`config.mk`:
```
export PLATFORM = sky130hd
export DESIGN_NAME = small_set_table
export DESIGN_NICKNAME = d
export VERILOG_FILES = /design/src/rtl/core/sst_pkg.sv /design/src/rtl/core/small_set_table.sv /design/src/rtl/core/sst_cell.sv
export SDC_FILE = /design/constraint.sdc
export NUM_CORES = 1
export LEC_CHECK = 0
export ABC_AREA = 0
export BUFFER_PORTS_ARGS = -buffer_cell sky130_fd_sc_hd__buf_2
export CAP_MARGIN = 15
export CORE_MARGIN = 5
export CORE_UTILIZATION = 30
export DETAILED_ROUTE_END_ITERATION = 8
export GPL_TIMING_DRIVEN = 0
export HOLD_SLACK_MARGIN = 0.1
export PLACE_DENSITY_LB_ADDON = 0.05
export SLEW_MARGIN = 20
export SYNTH_ARGS = -nofsm -noshare
export SYNTH_HDL_FRONTEND = slang
export SYNTH_SLANG_ARGS = --single-unit
export TNS_END_PERCENT = 50
```
`constraint.sdc`:
```
create_clock -name clock -period 11 [get_ports clock]
set_clock_uncertainty 0.1 [all_clocks]
set_input_delay 2.2 -clock clock [delete_from_list [all_inputs] [get_ports clock]]
set_output_delay 2.2 -clock clock [all_outputs]
set_load 0.005 [all_outputs]
```
`src/rtl/core/sst_pkg.sv`:
```
// sst_pkg: shared types and constants for the small set table
// holds the transfer payload structs, operation codes, fsm states and cell controls
// no dependencies
`default_nettype none

package sst_pkg;

   // fixed field widths of the transfer payloads and the capacity register
   localparam int ITEM_BITS  = 32;
   localparam int COUNT_BITS = 5;
   localparam int CAP_BITS   = 5;

   // capacity register
   localparam logic [CAP_BITS-1:0] CAP_RESET = 5'd16;
   localparam int                  CSR_ADDR_BITS = 3;
   localparam logic                REG_CAPACITY  = 1'b0;

   // operation codes
   typedef enum logic [1:0] {
      FUNC_LOOKUP = 2'd0,
      FUNC_ADD    = 2'd1,
      FUNC_ERASE  = 2'd2,
      FUNC_CLEAR  = 2'd3
   } func_type;

   // input transfer payload
   typedef struct packed {
      func_type               func;
      logic [ITEM_BITS-1:0]   item;
   } req_type;

   // result transfer payload
   typedef struct packed {
      logic                   ok;
      logic [COUNT_BITS-1:0]  count;
   } rsp_type;

   // sequencer states
   typedef enum logic [1:0] {
      ST_IDLE = 2'd0,
      ST_CMP  = 2'd1,
      ST_UPD  = 2'd2
   } state_type;

   // controls broadcast to every cell of the row
   typedef struct packed {
      logic cmp_en;
      logic erase_en;
   } cell_ctrl_type;

endpackage

`default_nettype wire

```
`src/rtl/core/small_set_table.sv`:
```
// small_set_table: set of distinct keys in a row of compare cells; lookup, add, erase, clear
// after the input transfer the item passes the compare stage, then the result register loads in the update stage
// a new item is taken only while idle or as the previous one commits from the update stage
// a waiting result holds the update stage, and the input stalls, until the result is taken
// reset: count 0, capacity 16; keys are not cleared, so no clearing pass is needed
// depends on sst_pkg and sst_cell
`default_nettype none

module small_set_table #(
   parameter int DEPTH    = 16,
   parameter int KEY_BITS = 32
) (
   input  wire logic                                clock,
   input  wire logic                                reset,
   // input channel
   input  wire logic                                req_valid,
   output logic                                     req_stall,
   input  wire sst_pkg::req_type                    req_data,
   // result channel
   output logic                                     rsp_valid,
   input  wire logic                                rsp_stall,
   output sst_pkg::rsp_type                         rsp_data,
   // configuration port
   input  wire logic                                csr_psel,
   input  wire logic                                csr_penable,
   input  wire logic                                csr_pwrite,
   input  wire logic [sst_pkg::CSR_ADDR_BITS-1:0]   csr_paddr,
   input  wire logic [31:0]                         csr_pwdata,
   output logic      [31:0]                         csr_prdata,
   output logic                                     csr_pready
);

   localparam int CNT_W = $clog2(DEPTH + 1);
   localparam int CMP_W = (CNT_W > sst_pkg::CAP_BITS) ? CNT_W : sst_pkg::CAP_BITS;
   localparam int IN_W  = (KEY_BITS < sst_pkg::ITEM_BITS) ? KEY_BITS : sst_pkg::ITEM_BITS;

   sst_pkg::state_type                state_ff, state_in;
   sst_pkg::func_type                 func_ff, func_in;
   logic [KEY_BITS-1:0]               key_ff, key_in;
   logic [CNT_W-1:0]                  fill_ff, fill_in;
   logic [sst_pkg::CAP_BITS-1:0]      cap_ff, cap_in;
   logic                              rsp_valid_ff, rsp_valid_in;
   sst_pkg::rsp_type                  rsp_ff, rsp_in;

   logic                              accept;
   logic                              out_free;
   logic                              commit;
   logic                              found;
   logic                              has_room;
   logic                              do_load;
   logic                              ok;
   logic [CMP_W-1:0]                  fill_ext;
   logic [CMP_W-1:0]                  fill_next_ext;
   sst_pkg::cell_ctrl_type            ctrl;

   logic [DEPTH-1:0]                  held;
   logic [DEPTH-1:0]                  load_vec;
   logic [DEPTH-1:0]                  match_vec;
   logic [KEY_BITS-1:0]               entry_w [DEPTH];
   logic [DEPTH:0]                    shift_w;

   // configuration port
   assign csr_pready = 1'b1;
   assign csr_prdata = 32'(cap_ff);

   always_comb begin
      cap_in = cap_ff;
      if (csr_psel && csr_penable && csr_pwrite && (csr_paddr[2] == sst_pkg::REG_CAPACITY)) begin
         cap_in = csr_pwdata[sst_pkg::CAP_BITS-1:0];
      end
   end

   // handshake
   assign out_free  = !rsp_valid_ff || !rsp_stall;
   assign commit    = (state_ff == sst_pkg::ST_UPD) && out_free;
   assign req_stall = !((state_ff == sst_pkg::ST_IDLE) || commit);
   assign accept    = req_valid && !req_stall;

   // capture the operation
   always_comb begin
      func_in = func_ff;
      key_in  = key_ff;
      if (accept) begin
         func_in = req_data.func;
         key_in  = KEY_BITS'(req_data.item[IN_W-1:0]);
      end
   end

   // per-slot occupancy and append select
   always_comb begin
      for (int i = 0; i < DEPTH; i++) begin
         held[i]     = CNT_W'(i) < fill_ff;
         load_vec[i] = do_load && (CNT_W'(i) == fill_ff);
      end
   end

   // decision of the update stage
   assign found    = |match_vec;
   assign fill_ext = CMP_W'(fill_ff);
   assign has_room = (fill_ext < CMP_W'(cap_ff)) && (fill_ext < CMP_W'(DEPTH));

   always_comb begin
      ctrl.cmp_en   = (state_ff == sst_pkg::ST_CMP);
      ctrl.erase_en = 1'b0;
      do_load       = 1'b0;
      ok            = 1'b1;
      fill_in       = fill_ff;
      unique case (func_ff)
         sst_pkg::FUNC_LOOKUP: begin
            ok = found;
         end
         sst_pkg::FUNC_ADD: begin
            if (!found) begin
               ok = has_room;
               if (has_room && commit) begin
                  do_load = 1'b1;
                  fill_in = fill_ff + CNT_W'(1);
               end
            end
         end
         sst_pkg::FUNC_ERASE: begin
            if (found && commit) begin
               ctrl.erase_en = 1'b1;
               fill_in       = fill_ff - CNT_W'(1);
            end
         end
         sst_pkg::FUNC_CLEAR: begin
            if (commit) begin
               fill_in = '0;
            end
         end
         default: begin
            ok = 1'b1;
         end
      endcase
   end

   // result register
   assign fill_next_ext = CMP_W'(fill_in);

   always_comb begin
      rsp_in       = rsp_ff;
      rsp_valid_in = rsp_valid_ff && rsp_stall;
      if (commit) begin
         rsp_in.ok    = ok;
         rsp_in.count = fill_next_ext[sst_pkg::COUNT_BITS-1:0];
         rsp_valid_in = 1'b1;
      end
   end

   assign rsp_valid = rsp_valid_ff;
   assign rsp_data  = rsp_ff;

   // sequencer
   always_comb begin
      state_in = state_ff;
      unique case (state_ff)
         sst_pkg::ST_IDLE: begin
            if (accept) begin
               state_in = sst_pkg::ST_CMP;
            end
         end
         sst_pkg::ST_CMP: begin
            state_in = sst_pkg::ST_UPD;
         end
         sst_pkg::ST_UPD: begin
            if (commit) begin
               state_in = accept ? sst_pkg::ST_CMP : sst_pkg::ST_IDLE;
            end
         end
         default: begin
            state_in = sst_pkg::ST_IDLE;
         end
      endcase
   end

   always_ff @(posedge clock) begin
      if (reset) begin
         state_ff     <= sst_pkg::ST_IDLE;
         fill_ff      <= '0;
         cap_ff       <= sst_pkg::CAP_RESET;
         rsp_valid_ff <= 1'b0;
      end else begin
         state_ff     <= state_in;
         fill_ff      <= fill_in;
         cap_ff       <= cap_in;
         rsp_valid_ff <= rsp_valid_in;
      end
   end

   always_ff @(posedge clock) begin
      func_ff <= func_in;
      key_ff  <= key_in;
      rsp_ff  <= rsp_in;
   end

   // row of cells; the erase shift flag ripples from the head toward the tail
   assign shift_w[0] = 1'b0;

   for (genvar g = 0; g < DEPTH; g++) begin : g_cell
      logic [KEY_BITS-1:0] upper;
      if (g == DEPTH - 1) begin : g_tail
         assign upper = entry_w[g];
      end else begin : g_body
         assign upper = entry_w[g+1];
      end

      sst_cell #(
         .KEY_BITS (KEY_BITS)
      ) u_cell (
         .clock      (clock),
         .ctrl       (ctrl),
         .held       (held[g]),
         .load       (load_vec[g]),
         .key        (key_ff),
         .next_entry (upper),
         .shift_in   (shift_w[g]),
         .entry      (entry_w[g]),
         .shift_out  (shift_w[g+1]),
         .match      (match_vec[g])
      );
   end

   // keys are distinct, so at most one slot matches
   a_single_match: assert property (@(posedge clock) disable iff (reset)
      (state_ff == sst_pkg::ST_UPD) |-> $onehot0(match_vec))
      else $error("more than one slot matched the key");

   // a match must carry the shift flag to the end of the row
   a_shift_reaches_tail: assert property (@(posedge clock) disable iff (reset)
      ((state_ff == sst_pkg::ST_UPD) && found) |-> shift_w[DEPTH])
      else $error("erase shift flag lost in the row");

   // occupancy stays within the table
   a_fill_bound: assert property (@(posedge clock) disable iff (reset)
      fill_ext <= CMP_W'(DEPTH))
      else $error("fill exceeds table depth");

   // an append only happens below the capacity
   a_append_room: assert property (@(posedge clock) disable iff (reset)
      do_load |-> (fill_ext < CMP_W'(cap_ff)))
      else $error("append beyond capacity");

   // a waiting result always reports the current count
   a_count_current: assert property (@(posedge clock) disable iff (reset)
      rsp_valid_ff |-> (rsp_ff.count == fill_ext[sst_pkg::COUNT_BITS-1:0]))
      else $error("result count differs from held count");

   // clear empties the set
   a_clear_empty: assert property (@(posedge clock) disable iff (reset)
      (commit && (func_ff == sst_pkg::FUNC_CLEAR)) |=> (fill_ff == '0))
      else $error("clear left keys in the set");

endmodule

`default_nettype wire

```
`src/rtl/core/sst_cell.sv`:
```
// sst_cell: one slot of the set table row
// holds one key, compares it against the broadcast key, and shifts toward the head on erase
// depends on sst_pkg
`default_nettype none

module sst_cell #(
   parameter int KEY_BITS = 32
) (
   input  wire logic                   clock,
   input  wire sst_pkg::cell_ctrl_type ctrl,
   input  wire logic                   held,
   input  wire logic                   load,
   input  wire logic [KEY_BITS-1:0]    key,
   input  wire logic [KEY_BITS-1:0]    next_entry,
   input  wire logic                   shift_in,
   output logic      [KEY_BITS-1:0]    entry,
   output logic                        shift_out,
   output logic                        match
);

   logic [KEY_BITS-1:0] entry_ff;
   logic [KEY_BITS-1:0] entry_in;
   logic                match_ff;
   logic                match_in;
   logic                shift;

   // a slot at or above the erased key takes its upper neighbor's key
   assign shift     = shift_in | match_ff;
   assign shift_out = shift;

   // compare only slots that hold a key
   always_comb begin
      match_in = match_ff;
      if (ctrl.cmp_en) begin
         match_in = held && (entry_ff == key);
      end
   end

   // slot write: append load or erase shift
   always_comb begin
      priority if (load) begin
         entry_in = key;
      end else if (ctrl.erase_en && shift) begin
         entry_in = next_entry;
      end else begin
         entry_in = entry_ff;
      end
   end

   always_ff @(posedge clock) begin
      entry_ff <= entry_in;
      match_ff <= match_in;
   end

   assign entry = entry_ff;
   assign match = match_ff;

endmodule

`default_nettype wire

```
==> impl_metrics.csv <==
group,metric,value,unit
timing,tightestPinTransition,1140,ps
place,io_buffers,59,
yosys,synth_cells,2161,
timing,fin_crit_sh,0.498,
floorplan,core_area,103000,um2
drt,vias,17700,
critical_path,path_max_fanout,21,
yosys,netlist_area,31100,um2
yosys,synth_top_cell_area_share,0.549,
floorplan,die_area,110000,um2
power_and_ir_drop,vdd_drop_max,0.000113,V
grt,grt_pass1_vias,18300,
hold_path,hp-class,"reg -> reg",
drt,ant_nets,0,
finish,regArea,17300,um2
yosys,synthMuxAreaShare,0.186,
power_and_ir_drop,comb_power_share,0.079,
cts,clock-root-buffer,"clkbuf_16",
floorplan,row_count,118,
timing,max_freq,183,MHz
drt,wl_per_cell,29.1,um
yosys,synthXorXnorAreaFrac,0.145,
flow_run,cap_violations,0,
critical_path,crit_path_start_kind,"input pin",
yosys,synth_edf_count,568,
cts,clock_sinks,581,
power_and_ir_drop,pwr_density_cell,145,nW/um2
critical_path,critPathKind,"in -> reg",
yosys,synth_top_family_by_area,"multiplexers",
yosys,synth.top_cells.by_count,"568 x edfxtp_1, 320 x xor2_1, 302 x mux2_2, 193 x xnor2_1, 106 x clkbuf_1",
yosys,yosys.cell_count.top_type,"edfxtp_1",
floorplan,die_height,332,um
critical_path,end_kind,"flip-flop",
grt,grt_overflow,0,
timing,holdWs,341,ps
yosys,synth_fa_ha_area_frac,0.00362,
power_and_ir_drop,leakagePower,12.1,nW
finish,multi_input_comb_area,12800,um2
finish,final_layout_size_suffix_gt1_frac,0.282,
finish,fillers,9956,
yosys,synth_top_flop_cell,"edfxtp_1",
critical_path,worstPathArrival,5690,ps
cts,tritoncts,"done",
yosys,synth_compound_area_frac,0.0159,
power_and_ir_drop,p_int,3.94,mW
timing,slew_headroom,0.238,
finish,syn_to_final_growth,15.6,%
power_and_ir_drop,switching_power,1.29,mW
drt,wirelength,110000,um
finish,final_nets,2424,
timing,tns,0,ps
grt,grt_pass1_wl,149000,um
timing,setup_viol,0,
power_and_ir_drop,pwr-share-clk,0.452,
place,gp_congestion,0.895,
yosys,synth_top_cell_by_area,"edfxtp_1",
floorplan,start_util,0.301,
cts,cts_setup_buffers,0,
drt,drc,0,
critical_path,reg2reg_slack,5770,ps
yosys,post_synth_and_or_nand_nor_area_fraction,0.0542,
cts,clockBufferDepth,3,
yosys,async_reset_ff_frac,0,
cts,cts_max_level,3,
grt,antenna_found_initial,2,
yosys,ys_top_cells_by_area,"edfxtp_1 55%, mux2_2 11%, xor2_1 9.0%, xnor2_1 5.4%, mux2_4 4.2%",
cts,ctsHoldBuffers,0,
yosys,ys_ff_latch,581,
critical_path,required,11220,ps
place,hpwl,92200,um
timing,min_period,5480,ps
cts,post_cts_resized,0,
timing,hold_violations,0,
yosys,syn_area_per_cell,14.4,um2
place,placed_cell_area,33600,um2
drt,drtIter0Drc,1287,
floorplan,die_w,332,um
cts,clkLatencyLatePin,640,ps
drt,drt_pass1_iterations,5,
yosys,synth_seq_area_share,0.557,
grt,grt_max_degree,33,
cts,cts_buffers,74,
yosys,synth.distinct_cells,55,
drt,viasPerCell,4.70,
timing,rsz0062_at_grt,"false",
power_and_ir_drop,swShare,0.246,
timing,slew_violations,0,
finish,fin_area,35900,um2
grt,grt_usage,0.195,
status,status,"finished clean",
power_and_ir_drop,pwr-share-seq,0.469,
cts,cts.clk_slew.worst_paths,60,ps
yosys,yosys_warnings,0,
floorplan,ioPinCount,117,
-- metrics by stage --
step / power (mW) / setup WS, ps / utilization / std cells
6_report: 5.23 / 5520 / 0.348 / 3779
5_1_grt: 5.40 / 5320 / 0.348 / 3777
4_1_cts: 5.30 / 5510 / 0.348 / 3777
3_5_place_dp: 2.91 / 4850 / 0.326 / 3643
3_3_place_gp: 2.91 / 912 / 0.322 / 3626
2_1_floorplan: 2.70 / 4160 / - / 2187
-- state kept, by name (all words and copies together), names as in the netlist --
signal,count
cap_ff,5
rsp_valid,1
key_ff,32
fill_ext,5
g_cell.u_cell.match,16
func_ff,2
state_ff,2
rsp_data,6
g_cell.u_cell.entry,512
-- cell usage in the layout, fill, tap and decap left out, types with 61 or more instances in the layout --
cell	netlist	routed
mux2_1	91	91
edfxtp_1	568	568
clkbuf_16	0	79
nor4_1	87	86
nand4_1	61	61
clkbuf_1	106	129
mux2_4	87	87
buf_2	20	84
xnor2_1	193	193
xor2_1	320	320
mux2_2	302	302
-- metal layers --
metal | wire (um) | track usage | vias to the layer above
li1 | - | - | 8323
met1 | 49200 | 0.259 | 8848
met2 | 52200 | 0.325 | 438
met3 | 3910 | 0.0265 | 138
met4 | 4600 | 0.0711 | 0
met5 | 0 | 0 | -
-- worst paths after layout --
| path | startpoint | end | depth (start not counted) |
|---|---|---|---|
| max | rsp_stall | g_cell[14].u_cell.entry[18] | 8 |
| min | key_ff[2] | g_cell[15].u_cell.entry[2] | 0 |
| max reg2reg | g_cell[0].u_cell.match | g_cell[3].u_cell.entry[17] | 7 |
| min reg2reg | key_ff[2] | g_cell[15].u_cell.entry[2] | 0 |
-- critical path, cell delays in order --
cell	delay, ps
buf_2	110
nand2_1	130
nand2_1	260
nor3_1	830
clkbuf_1	690
inv_1	580
o21ai_4	620
buf_16	240
-- cell families (layout without fill, tap and decap cells) --
kind of cell,Yosys count,after routing
buf+inv,230,440
mux,485,485
xor+xnor,513,513
simple gates,274,274
compound gates,67,67
other cells,2,30
fa+ha+maj,9,9
flops,581,581
-- cell type report --
| class | instances | area share |
|---|---|---|
| flip-flops and latches | 581 | 0.482 |
| multi-input cells | 1376 | 0.356 |
| clock buffers | 102 | 0.0574 |
| well taps | 1380 | 0.0481 |
| plain buffers | 217 | 0.0320 |
| repair buffers | 76 | 0.0168 |
| clock inverters | 32 | 0.00665 |
| inverters | 13 | 0.00136 |
| diodes | 2 | 0.000139 |
-- power groups by stage --
stage / Sequential [mW] / Clock, mW / Combinational [mW]
after floorplan: 2.49 / 0 / 0.207
after global placement: 2.50 / 0 / 0.413
after detailed placement: 2.50 / 0 / 0.417
after CTS: 2.45 / 2.43 / 0.418
after global routing: 2.45 / 2.51 / 0.433
final: 2.45 / 2.36 / 0.412
Power figures use the tool's default switching activity.
